--- config.mk ---
export PLATFORM = sky130hd
export DESIGN_NAME = top_range_mean_angle_top
export DESIGN_NICKNAME = d
export VERILOG_FILES = /design/src/rtl/core/trma_pkg.sv /design/src/rtl/core/trma_slots.sv /design/src/rtl/core/trma_mean.sv /design/src/rtl/core/top_range_mean_angle_top.sv
export SDC_FILE = /design/constraint.sdc
export NUM_CORES = 2
export LEC_CHECK = 0
export ABC_AREA = 1
export BUFFER_PORTS_ARGS = -buffer_cell sky130_fd_sc_hd__buf_4
export CORE_MARGIN = 3
export CORE_UTILIZATION = 55
export CTS_CLUSTER_SIZE = 16
export DETAILED_ROUTE_END_ITERATION = 12
export GPL_TIMING_DRIVEN = 0
export PLACE_DENSITY = 0.71
export SYNTH_ARGS = -nofsm -noshare
export SYNTH_HDL_FRONTEND = slang
export SYNTH_HIERARCHICAL = 1
export SYNTH_SLANG_ARGS = --single-unit
--- constraint.sdc ---
create_clock -name clock -period 8.46 [get_ports clock]
set_input_delay 0.846 -clock clock [delete_from_list [all_inputs] [get_ports clock]]
set_output_delay 0.846 -clock clock [all_outputs]
set_load 0.1 [all_outputs]
--- src/rtl/core/trma_pkg.sv ---
// Shared types, constants and helpers for the range-ranked mean angle block.
package trma_pkg;

   // Field widths fixed by the interface.
   localparam int ANGLE_W     = 20;
   localparam int RANGE_W     = 16;
   localparam int START_W     = 18;
   localparam int STEP_W      = 14;
   localparam int COUNT_W     = 3;
   localparam int CSR_INDEX_W = 2;
   localparam int CSR_DATA_W  = 18;

   // Reset value of the upper range bound.
   localparam logic [RANGE_W-1:0] MAX_RANGE_RESET = 16'hFFFF;

   typedef logic signed [ANGLE_W-1:0] angle_type;
   typedef logic [RANGE_W-1:0]        range_type;

   // Configuration register indexes.
   typedef enum logic [CSR_INDEX_W-1:0] {
      CSR_START_ANGLE = 2'd0,
      CSR_ANGLE_STEP  = 2'd1,
      CSR_MIN_RANGE   = 2'd2,
      CSR_MAX_RANGE   = 2'd3
   } csr_index_type;

   // Configuration as seen by the datapath.
   typedef struct packed {
      logic signed [START_W-1:0] start_angle;
      logic signed [STEP_W-1:0]  angle_step;
      range_type                 min_range;
      range_type                 max_range;
   } cfg_type;

   // Clamp a one-bit-wider angle sum to the signed angle limits.
   function automatic angle_type sat_angle(input logic signed [ANGLE_W:0] value);
      angle_type result;
      if (value[ANGLE_W] != value[ANGLE_W-1]) begin
         result = value[ANGLE_W] ? {1'b1, {(ANGLE_W-1){1'b0}}}
                                 : {1'b0, {(ANGLE_W-1){1'b1}}};
      end else begin
         result = value[ANGLE_W-1:0];
      end
      return result;
   endfunction

endpackage

--- src/rtl/core/trma_slots.sv ---
// Ranked slot tracker: sample angle, range filter, sorted insertion and scan snapshot.
module trma_slots #(
   parameter int MAX_SAMPLES = 1024,
   parameter int TOP_COUNT   = 5
) (
   input  logic                      clock,
   input  logic                      reset,
   input  trma_pkg::cfg_type         cfg,
   input  logic                      item_valid,
   output logic                      item_ready,
   input  trma_pkg::range_type       item_range,
   input  logic                      item_finite,
   input  logic                      item_last,
   output logic                      snap_valid,
   input  logic                      snap_ready,
   output trma_pkg::angle_type       snap_angles [TOP_COUNT],
   output logic [TOP_COUNT-1:0]      snap_used
);

   localparam int CNT_W   = $clog2(MAX_SAMPLES + 1);
   localparam int ANGLE_W = trma_pkg::ANGLE_W;
   localparam int START_W = trma_pkg::START_W;
   localparam int STEP_W  = trma_pkg::STEP_W;

   logic [CNT_W-1:0]        count_ff, count_in;
   trma_pkg::angle_type     cur_angle_ff;
   trma_pkg::range_type     best_range_ff [TOP_COUNT];
   trma_pkg::angle_type     best_angle_ff [TOP_COUNT];
   logic [TOP_COUNT-1:0]    best_used_ff;
   logic                    snap_valid_ff;
   trma_pkg::angle_type     snap_angle_ff [TOP_COUNT];
   logic [TOP_COUNT-1:0]    snap_used_ff;

   // Slot contents one place further down, for the shift on insertion.
   trma_pkg::range_type     up_range [TOP_COUNT];
   trma_pkg::angle_type     up_angle [TOP_COUNT];
   logic [TOP_COUNT-1:0]    up_used;

   logic                    in_run;
   trma_pkg::angle_type     angle;
   logic signed [ANGLE_W:0] angle_next_wide;
   logic                    keep;
   logic [CNT_W-1:0]        count_run;
   logic                    produce;
   logic                    snap_free;
   logic                    consume;
   logic [TOP_COUNT-1:0]    outranks;
   trma_pkg::range_type     ins_range [TOP_COUNT];
   trma_pkg::angle_type     ins_angle [TOP_COUNT];
   logic [TOP_COUNT-1:0]    ins_used;

   for (genvar g = 0; g < TOP_COUNT; g++) begin : g_up
      if (g == 0) begin : g_first
         assign up_range[g] = best_range_ff[0];
         assign up_angle[g] = best_angle_ff[0];
         assign up_used[g]  = best_used_ff[0];
      end else begin : g_rest
         assign up_range[g] = best_range_ff[g-1];
         assign up_angle[g] = best_angle_ff[g-1];
         assign up_used[g]  = best_used_ff[g-1];
      end
   end

   // Angle of this sample, filter, and the next angle with saturation.
   always_comb begin
      in_run    = count_ff < CNT_W'(MAX_SAMPLES);
      angle     = (count_ff == '0)
                  ? {{(ANGLE_W-START_W){cfg.start_angle[START_W-1]}}, cfg.start_angle}
                  : cur_angle_ff;
      angle_next_wide = {angle[ANGLE_W-1], angle}
                  + {{(ANGLE_W+1-STEP_W){cfg.angle_step[STEP_W-1]}}, cfg.angle_step};
      keep      = in_run && item_finite && (item_range > cfg.min_range)
                  && (item_range < cfg.max_range);
      count_run = in_run ? count_ff + CNT_W'(1) : count_ff;
      produce   = item_last && (count_run >= CNT_W'(TOP_COUNT));
      snap_free = !snap_valid_ff || snap_ready;
      consume   = item_valid && (!produce || snap_free);
   end

   // Sorted insertion: the new sample lands at the first slot it outranks,
   // and every slot below it moves down by one.
   always_comb begin
      logic prev;
      prev = 1'b0;
      for (int i = 0; i < TOP_COUNT; i++) begin
         outranks[i] = !best_used_ff[i] || (item_range > best_range_ff[i])
                       || ((item_range == best_range_ff[i]) && (angle > best_angle_ff[i]));
         if (keep && outranks[i] && !prev) begin
            ins_range[i] = item_range;
            ins_angle[i] = angle;
            ins_used[i]  = 1'b1;
         end else if (keep && outranks[i]) begin
            ins_range[i] = up_range[i];
            ins_angle[i] = up_angle[i];
            ins_used[i]  = up_used[i];
         end else begin
            ins_range[i] = best_range_ff[i];
            ins_angle[i] = best_angle_ff[i];
            ins_used[i]  = best_used_ff[i];
         end
         prev = outranks[i];
      end
   end

   // Sample count: returns to zero at the end of every scan.
   always_comb begin
      count_in = count_ff;
      if (consume) begin
         count_in = item_last ? '0 : count_run;
      end
   end

   // Control state: count, slot occupancy and snapshot valid.
   always_ff @(posedge clock) begin
      if (reset) begin
         count_ff      <= '0;
         best_used_ff  <= '0;
         snap_valid_ff <= 1'b0;
      end else begin
         count_ff <= count_in;
         if (consume) begin
            best_used_ff <= item_last ? '0 : ins_used;
         end
         if (consume && produce) begin
            snap_valid_ff <= 1'b1;
         end else if (snap_ready) begin
            snap_valid_ff <= 1'b0;
         end
      end
   end

   // Slot payload, running angle and snapshot payload.
   always_ff @(posedge clock) begin
      if (consume) begin
         best_range_ff <= ins_range;
         best_angle_ff <= ins_angle;
         if (in_run) begin
            cur_angle_ff <= trma_pkg::sat_angle(angle_next_wide);
         end
      end
      if (consume && produce) begin
         snap_angle_ff <= ins_angle;
         snap_used_ff  <= ins_used;
      end
   end

   assign item_ready  = consume || !item_valid;
   assign snap_valid  = snap_valid_ff;
   assign snap_angles = snap_angle_ff;
   assign snap_used   = snap_used_ff;

endmodule

--- src/rtl/core/trma_mean.sv ---
// Held angle sum divided by TOP_COUNT: sum, magnitude, reciprocal multiply and result register.
module trma_mean #(
   parameter int TOP_COUNT = 5
) (
   input  logic                      clock,
   input  logic                      reset,
   input  logic                      snap_valid,
   output logic                      snap_ready,
   input  trma_pkg::angle_type       snap_angles [TOP_COUNT],
   input  logic [TOP_COUNT-1:0]      snap_used,
   output logic                      rsp_valid,
   input  logic                      rsp_ready,
   output trma_pkg::angle_type       rsp_mean_angle,
   output logic [trma_pkg::COUNT_W-1:0] rsp_kept_count
);

   localparam int ANGLE_W  = trma_pkg::ANGLE_W;
   localparam int COUNT_W  = trma_pkg::COUNT_W;
   localparam int LOG_T    = $clog2(TOP_COUNT);
   localparam int SUM_W    = ANGLE_W + LOG_T;
   localparam int MAG_W    = SUM_W;
   localparam int RECIP_W  = MAG_W + 1;
   localparam int PROD_W   = MAG_W + RECIP_W;
   localparam int SHIFT    = MAG_W + LOG_T;
   localparam int QUOT_W   = PROD_W - SHIFT;
   localparam int KC_W     = $clog2(TOP_COUNT + 1);
   // Rounded-up reciprocal; exact floor division for every MAG_W-bit magnitude.
   localparam logic [RECIP_W-1:0] RECIP =
      RECIP_W'(((64'd1 << SHIFT) + 64'(TOP_COUNT) - 64'd1) / 64'(TOP_COUNT));

   logic                     sum_valid_ff, mag_valid_ff, prod_valid_ff, rsp_valid_ff;
   logic signed [SUM_W-1:0]  sum_ff, sum_in;
   logic [KC_W-1:0]          kept_sum_ff, kept_mag_ff, kept_prod_ff, kept_rsp_ff, kept_in;
   logic [MAG_W-1:0]         mag_ff, mag_in;
   logic                     neg_mag_ff, neg_prod_ff;
   logic [PROD_W-1:0]        prod_ff, prod_in;
   logic [QUOT_W-1:0]        quot;
   logic [QUOT_W-1:0]        quot_signed;
   trma_pkg::angle_type      mean_ff;

   logic rsp_free, prod_go, prod_free, mag_go, mag_free, sum_go, sum_free;

   // Stage advance: a stage moves when the next one is empty or moving.
   always_comb begin
      rsp_free  = !rsp_valid_ff || rsp_ready;
      prod_go   = prod_valid_ff && rsp_free;
      prod_free = !prod_valid_ff || prod_go;
      mag_go    = mag_valid_ff && prod_free;
      mag_free  = !mag_valid_ff || mag_go;
      sum_go    = sum_valid_ff && mag_free;
      sum_free  = !sum_valid_ff || sum_go;
   end

   // Sum of the held angles and their count.
   always_comb begin
      sum_in  = '0;
      kept_in = '0;
      for (int i = 0; i < TOP_COUNT; i++) begin
         if (snap_used[i]) begin
            sum_in  = sum_in + SUM_W'(snap_angles[i]);
            kept_in = kept_in + KC_W'(1);
         end
      end
   end

   // Magnitude, product and signed quotient.
   always_comb begin
      mag_in      = sum_ff[SUM_W-1] ? MAG_W'(-sum_ff) : MAG_W'(sum_ff);
      prod_in     = {{RECIP_W{1'b0}}, mag_ff} * {{MAG_W{1'b0}}, RECIP};
      quot        = prod_ff[PROD_W-1:SHIFT];
      quot_signed = neg_prod_ff ? (~quot + QUOT_W'(1)) : quot;
   end

   // Stage valids.
   always_ff @(posedge clock) begin
      if (reset) begin
         sum_valid_ff  <= 1'b0;
         mag_valid_ff  <= 1'b0;
         prod_valid_ff <= 1'b0;
         rsp_valid_ff  <= 1'b0;
      end else begin
         if (sum_free) begin
            sum_valid_ff <= snap_valid;
         end
         if (mag_free) begin
            mag_valid_ff <= sum_valid_ff;
         end
         if (prod_free) begin
            prod_valid_ff <= mag_valid_ff;
         end
         if (rsp_free) begin
            rsp_valid_ff <= prod_valid_ff;
         end
      end
   end

   // Stage payloads.
   always_ff @(posedge clock) begin
      if (sum_free && snap_valid) begin
         sum_ff      <= sum_in;
         kept_sum_ff <= kept_in;
      end
      if (sum_go) begin
         mag_ff      <= mag_in;
         neg_mag_ff  <= sum_ff[SUM_W-1];
         kept_mag_ff <= kept_sum_ff;
      end
      if (mag_go) begin
         prod_ff      <= prod_in;
         neg_prod_ff  <= neg_mag_ff;
         kept_prod_ff <= kept_mag_ff;
      end
      if (prod_go) begin
         mean_ff     <= quot_signed[ANGLE_W-1:0];
         kept_rsp_ff <= kept_prod_ff;
      end
   end

   assign snap_ready     = sum_free;
   assign rsp_valid      = rsp_valid_ff;
   assign rsp_mean_angle = mean_ff;
   assign rsp_kept_count = COUNT_W'(kept_rsp_ff);

endmodule

--- src/rtl/core/top_range_mean_angle_top.sv ---
// Top level: configuration registers, input register and the two datapath parts.
// A result appears on rsp_valid after the last sample of its scan has passed the
// input, snapshot, sum, magnitude, product and result registers; other samples
// give no result. Sorted insertion into the ranked slots takes one sample per cycle
// unless a scan's last sample waits on the snapshot register; up to four finished results buffer in the mean pipeline.
// Reset (synchronous, active high) empties all slots and pipeline stages and
// loads the configuration reset values; it needs no clearing pass.
module top_range_mean_angle_top #(
   parameter int MAX_SAMPLES = 1024,
   parameter int TOP_COUNT   = 5
) (
   input  logic                                  clock,
   input  logic                                  reset,
   input  logic                                  req_valid,
   output logic                                  req_ready,
   input  logic [trma_pkg::RANGE_W-1:0]          req_range_mm,
   input  logic                                  req_range_finite,
   input  logic                                  req_last_sample,
   output logic                                  rsp_valid,
   input  logic                                  rsp_ready,
   output logic signed [trma_pkg::ANGLE_W-1:0]   rsp_mean_angle,
   output logic [trma_pkg::COUNT_W-1:0]          rsp_kept_count,
   input  logic                                  csr_valid,
   output logic                                  csr_ready,
   input  logic [trma_pkg::CSR_INDEX_W-1:0]      csr_index,
   input  logic [trma_pkg::CSR_DATA_W-1:0]       csr_data
);

   localparam int START_W = trma_pkg::START_W;
   localparam int STEP_W  = trma_pkg::STEP_W;
   localparam int RANGE_W = trma_pkg::RANGE_W;

   trma_pkg::cfg_type    cfg_ff;
   logic                 item_valid_ff;
   trma_pkg::range_type  item_range_ff;
   logic                 item_finite_ff;
   logic                 item_last_ff;
   logic                 item_ready;
   logic                 snap_valid;
   logic                 snap_ready;
   trma_pkg::angle_type  snap_angles [TOP_COUNT];
   logic [TOP_COUNT-1:0] snap_used;

   // Configuration writes are always taken.
   assign csr_ready = 1'b1;

   always_ff @(posedge clock) begin
      if (reset) begin
         cfg_ff.start_angle <= '0;
         cfg_ff.angle_step  <= '0;
         cfg_ff.min_range   <= '0;
         cfg_ff.max_range   <= trma_pkg::MAX_RANGE_RESET;
      end else if (csr_valid) begin
         unique case (trma_pkg::csr_index_type'(csr_index))
            trma_pkg::CSR_START_ANGLE: cfg_ff.start_angle <= csr_data[START_W-1:0];
            trma_pkg::CSR_ANGLE_STEP:  cfg_ff.angle_step  <= csr_data[STEP_W-1:0];
            trma_pkg::CSR_MIN_RANGE:   cfg_ff.min_range   <= csr_data[RANGE_W-1:0];
            trma_pkg::CSR_MAX_RANGE:   cfg_ff.max_range   <= csr_data[RANGE_W-1:0];
            default: ;
         endcase
      end
   end

   // Input register: refills on the same cycle the held sample moves on.
   assign req_ready = !item_valid_ff || item_ready;

   always_ff @(posedge clock) begin
      if (reset) begin
         item_valid_ff <= 1'b0;
      end else if (req_ready) begin
         item_valid_ff <= req_valid;
      end
   end

   always_ff @(posedge clock) begin
      if (req_ready && req_valid) begin
         item_range_ff  <= req_range_mm;
         item_finite_ff <= req_range_finite;
         item_last_ff   <= req_last_sample;
      end
   end

   trma_slots #(
      .MAX_SAMPLES (MAX_SAMPLES),
      .TOP_COUNT   (TOP_COUNT)
   ) u_slots (
      .clock       (clock),
      .reset       (reset),
      .cfg         (cfg_ff),
      .item_valid  (item_valid_ff),
      .item_ready  (item_ready),
      .item_range  (item_range_ff),
      .item_finite (item_finite_ff),
      .item_last   (item_last_ff),
      .snap_valid  (snap_valid),
      .snap_ready  (snap_ready),
      .snap_angles (snap_angles),
      .snap_used   (snap_used)
   );

   trma_mean #(
      .TOP_COUNT (TOP_COUNT)
   ) u_mean (
      .clock          (clock),
      .reset          (reset),
      .snap_valid     (snap_valid),
      .snap_ready     (snap_ready),
      .snap_angles    (snap_angles),
      .snap_used      (snap_used),
      .rsp_valid      (rsp_valid),
      .rsp_ready      (rsp_ready),
      .rsp_mean_angle (rsp_mean_angle),
      .rsp_kept_count (rsp_kept_count)
   );

endmodule
[Yosys cells after proc, flatten, opt, wreduce, memory -nomap -nowiden]
Cells that the tools add are included.
Word-level totals
  output and inout bits: 26
  bits of input ports: 43
  register bits after elaboration: 535
  logic and storage cells: 202
Cells by class
  multiply operators: 1
  $add $sub $neg: 12
  reductions and logical operators: 76
  muxes and demuxes: 46
  bitwise operators: 1
  order comparisons: 14
  eq/ne operators: 9
Operators with widths (number)
  $mux 20: 13
  $mux 16: 8
  $mux 23: 5
  $gt 20x20->1: 5
  $gt 16x16->1: 6
  $add 23x20->23: 4
  $eq 16x16->1: 5
  $mul 23x24->46 const B: 1
  $logic_and 1x1->1: 25
  $neg 23->23: 1
  $mux 11: 2
  $mux 22: 1
  $add 20x14->21: 1
  $add 20x1->20 const B: 1
  $not 20->20: 1
  $reduce_and 2->1: 10
  $logic_or 1x1->1: 18
  $logic_not 1->1: 16
  $lt 16x16->1: 1
  $mux 1: 12
  $mux 3: 4
  $add 11x1->11 const B: 1
  $ge 11x3->1 const B: 1
  $logic_not 11->1: 1
  9 further kinds: 16

[Longest topological paths before layout]
  depth after elaboration: 14
  gate-level depth with buffers: 50

[Hierarchy]
Netlist, hierarchy kept.
By module, submodules not included
  trma_slots: cells each 2279, area each 20026.7 um^2, times used 1
  trma_mean: cells each 2414, area each 18569.1 um^2, times used 1
  top_range_mean_angle_top: cells each 406, area each 3189.3 um^2, times used 1

[Worst setup path before layout]
Ideal clock, no wire load.
  kind: reg-to-reg
  from: register u_slots.snap_used_ff[0], in the netlist u_slots/snap_used[0]
  to: register u_mean.sum_ff[22], data pin
  slack: 2331 ps
  stages on the path, launching flop included: 40
  period minus slack after synthesis: 6129 ps
  data required time: 8208 ps
  arrival: 5877 ps
  path buffers: 3
  cell sequence: edfxtp_1 -> buf_4 -> clkbuf_1 -> nand2_1 -> inv_1 -> ha_1 -> a21oi_1 -> o21a_1 -> a21boi_0 -> nand2_1 -> nand2_1 -> nand3_1 -> and2_1 -> ha_1 -> clkbuf_1 -> nand2_1 -> nor4_1 -> nand4_1 -> [... 4 more ...] -> ha_1 -> nand2_1 -> nor4_1 -> nand3_1 -> nand4_1 -> nand3_1 -> and2_1 -> ha_1 -> nand2_1 -> inv_1 -> a221oi_1 -> nand3_1 -> nand2_1 -> nand2_1 -> nor2_1 -> inv_1 -> nand2_1 -> nand2_1
On the way
  longest elaborated chain between the ends: 9
Ends and longest elaborated chain
  start, declared: RTL line trma_slots.sv:32  | logic [TOP_COUNT-1:0] snap_used_ff;
  start signal, assigned: RTL line trma_slots.sv:143  | snap_used_ff <= ins_used;
  $mux 23 (*): RTL line trma_mean.sv:59  | if (snap_used[i]) begin
  $add 23x20->23: RTL line trma_mean.sv:60  | sum_in = sum_in + SUM_W'(snap_angles[i]);
  $mux 23 (*): RTL line trma_mean.sv:59
  $add 23x20->23: RTL line trma_mean.sv:60
  $mux 23 (*): RTL line trma_mean.sv:59
  $add 23x20->23: RTL line trma_mean.sv:60
  $mux 23 (*): RTL line trma_mean.sv:59
  $add 23x20->23: RTL line trma_mean.sv:60
  $mux 23 (*): RTL line trma_mean.sv:59
  net u_mean.sum_in[22]: RTL line trma_mean.sv:32  | logic signed [SUM_W-1:0] sum_ff, sum_in;
  end signal, assigned: RTL line trma_mean.sv:100  | sum_ff <= sum_in;
  end, declared: RTL line trma_mean.sv:32
The timed path passes the listed nets; every way through them passes the cells marked *.
A chain may end at the register's enable or synchronous reset.

[Final worst setup path]
Ends and elaborated chain as after synthesis.

==> metrics.md <==
| Metric | Value |
|---|---|
| Status | finished, final reports clean |
| Via density | 5.43 |
| N_diodes | 0 |
| HPWL Detailed | 90.8 mm |
| Worst Skew | 0.0854 ns |
| Fill count | 6,624 |
| I/O Buffers | 67 |
| Skew-Pair Late Insertion Delay | 0.68 ns |
| Final Setup Violations | 0 |
| Post-DRT Antenna Nets | 0 |
| CP Class | flop to flop |
| Fmax | 0.133 GHz |
| GRT overflow | 0 |
| WL final | 112 mm |
| Critical path launch point type | flop |
| WP data arrival | 7.87 ns |
| Vias in the first global route | 33,200 |
| Die Height | 282 µm |
| CP Capture Type | flop |
| Worst-Margin Slew | 1.44 ns |
| Iter 0 DRT Violations | 2,531 |
| Total leakage power | 22.3 nW |
| Post-layout net count | 5,946 |
| Sequential share of the synthesized area | 34.5% |
| RePlAce Congestion | 0.941 |
| Req. time, crit path | 8.84 ns |
| Number of synthesis warnings | 6 |
| Mapped Area | 0.0418 mm² |
| Fin crit share | 88.6% |
| Worst VDD drop | 0.182 mV |
| Cell with the most instances after synthesis | nand2_1 |
| Slowest-stage cell, CP | nor4_1 |
| Largest net degree at the start of global routing | 66 |
| Num CTS Buffers | 56 |
| Syn Area/Cell | 8.19 µm² |
| I/O pin total | 69 |
| FP Rows | 100 |
| Clock buffer depth | 3 |
| Synth top area cells | edfxtp_1 (30%), ha_1 (16%), nand2_1 (11%) |
| Library cells used by synthesis | 62 |
| R2r worst-path depth | 46 |
| Crit-path most repeated cell | nand2_1 |
| Yosys top cell by area | edfxtp_1 |
| Crit Path Max Fanout | 19 |
| Setup TNS | 0 ns |
| Top cell type's share of synthesized area | 30.4% |
| Worst stage delay on the critical path | 0.45 ns |
| Synthesized instance count | 5,099 |
| Clock period minus worst slack | 7.49 ns |
| Most frequent cells after synthesis | nand2_1 (1,227), inv_1 (856), ha_1 (525) |
| Total power | 6.27 mW |
| Setup ws final | 0.966 ns |
| # DRC | 0 |
| DR vias | 33,900 |
| Slew Limit Fails | 0 |
| Max-Cap Viols | 0 |
| Total core area | 0.0748 mm² |
| DIE AREA | 0.0793 mm² |
| Post-synth EDFFs | 423 |
| Setup WS pre-CTS | 0.806 ns |
| FF-to-FF setup slack | 0.97 ns |
| Detailed Routing Iterations Pass 1 | 6 |
| Asr flop ratio synth | 0% |
| # H-tree levels | 2 |
| Clk slew on worst S/H paths | 0.06 ns |
| RSZ-0062 raised after global routing | no |
| Antenna violations before repair | 0 |
| CP endpoint | u_mean/sum_ff[22] |
| Hold Crit Class | primary input to flop |
| Clock Tree Root | clkbuf_16 |
| Initial Util | 55.8% |
| Wire length per cell | 17.9 µm |
| Share of cells above drive strength 1 | 6.22% |
| Register bit total from synthesis | 509 |
| GRT Total Usage | 28.4% |
| Post-Syn Nets | 5,814 |
| Worst R2R Start | u_slots/snap_used[0] |
| First-pass GRT wire length | 176 mm |
| Die W | 282 µm |
| Area Overhead vs Synth | 9.00% |
| # clock sinks | 509 |
| PwrDens | 138 mW/mm² |
| CTS tree | done |
| PostCTS Resize Cnt | 0 |
| Hold slack | 0.343 ns |
| Ys flop type | edfxtp_1 |
| Final Hold Viols | 0 |
| Slew margin rel. | 3.39% |
| Crit. Startpoint | u_slots/snap_used[0] |
| Worst R2R End | u_mean/sum_ff[22] |
placed cells by master, fill, tap and decap left out, types with 21 or more instances in the layout:
cell type | netlist | final
fa_1 | 147 | 147
buf_2 | 36 | 36
dfxtp_1 | 86 | 86
inv_1 | 856 | 854
nand2_1 | 1227 | 1227
a21o_1 | 26 | 26
a31oi_1 | 28 | 28
ha_1 | 525 | 525
clkbuf_16 | 0 | 56
clkbuf_1 | 30 | 41
nand2_2 | 21 | 21
or2_2 | 22 | 22
xnor2_1 | 35 | 35
nor2_1 | 344 | 341
buf_4 | 19 | 88
o21ai_1 | 45 | 43
nand3_1 | 343 | 343
a21oi_1 | 287 | 286
xor2_1 | 103 | 103
edfxtp_1 | 423 | 423
o21bai_1 | 22 | 22
nor3_1 | 51 | 51
o21ai_0 | 188 | 188
and2_1 | 29 | 29
nand4_1 | 59 | 59
where the power goes:
part	internal (mW)	switching [mW]	total, mW
sequential	2.85	0.0774	2.92
clock	1.47	1.05	2.52
combinational	0.268	0.559	0.828
layout make-up:
type	instances	area (µm²)	area share, %
inverters	865	3250	7.14
repair buffers	75	638	1.40
clock inverters	32	445	0.978
clock buffers	68	1450	3.18
plain buffers	100	552	1.21
flip-flops and latches	509	14400	31.7
multi-input cells	3624	23600	51.8
well taps	969	1210	2.66
flip-flops by register name, indices dropped and copies added, names as in the netlist, 3 cells and up:
register / count
u_slots/cur_angle_ff: 20
u_mean/sum_ff: 23
u_mean/rsp_kept_count: 3
u_slots/best_used_ff: 5
u_mean/kept_mag_ff: 3
u_slots/best_angle_ff: 100
u_slots/snap_used: 5
u_slots/best_range_ff: 80
u_mean/kept_sum_ff: 3
cfg_ff: 64
u_slots/count_ff: 11
u_mean/kept_prod_ff: 3
u_slots/snap_angles: 100
u_mean/rsp_mean_angle: 20
item_range_ff: 16
u_mean/mag_ff: 23
u_mean/prod_ff: 20
worst min-delay path by stage:
stage | startpoint | end | slack (ns) | cells after the start
floorplan | u_mean/kept_sum_ff[0] | u_mean/kept_mag_ff[0] | 0.40 | 0
CTS | req_range_mm[2] | item_range_ff[2] | 0.31 | 1
global placement | u_mean/kept_sum_ff[1] | u_mean/kept_mag_ff[1] | 0.40 | 0
finish | req_range_mm[2] | item_range_ff[2] | 0.34 | 1
detailed placement | u_mean/kept_sum_ff[0] | u_mean/kept_mag_ff[0] | 0.40 | 0
global route | req_range_mm[2] | item_range_ff[2] | 0.31 | 1
per-stage QoR:
step	area [µm²]	util, %	std cells
after floorplan	41800	-	5099
after global placement	43500	58.1	6135
after detailed placement	43600	58.3	6141
after CTS	45500	60.8	6241
after global routing	45500	60.9	6242
final	45500	60.9	6242
metal layers:
layer / GRT usage (%) / vias up / wire length [µm]
met3: 2.89 / 243 / 5400
met4: 12.6 / 0 / 5500
li1: - / 17000 / -
met1: 36.6 / 15800 / 47500
met2: 48.6 / 887 / 53200
met5: 0 / - / 0
repair_timing:
action / in CTS / in global routing
buffers inserted: 0 / 2
hold buffers: 0 / 0
setup endpoints to repair: 0 / 3
cell families (layout without fill, tap and decap cells):
family	count (synthesis)	in the layout	synth area share [%]
XOR/XNOR	138	138	2.89
other	1	1	0.00897
adder cells (fa/ha/maj)	672	672	22.8
buffers and inverters	966	1140	9.10
AND/OR/NAND/NOR	2161	2161	22.1
AO/OA/AOI/OAI	652	652	8.61
flip-flops	509	509	34.5
critical path, delay by kind of cell (launching register included):
kind                       cells  cell delay [ns]
AOI/OAI and AO/OA              7             1.33
xor gates and xnor gates       1             0.18
buffers and inverters          7             0.73
DFF                            1             0.33
and+or+nand+nor               26             3.23
adders and majority gates      5             1.38
(Power assumes the default switching activity.)
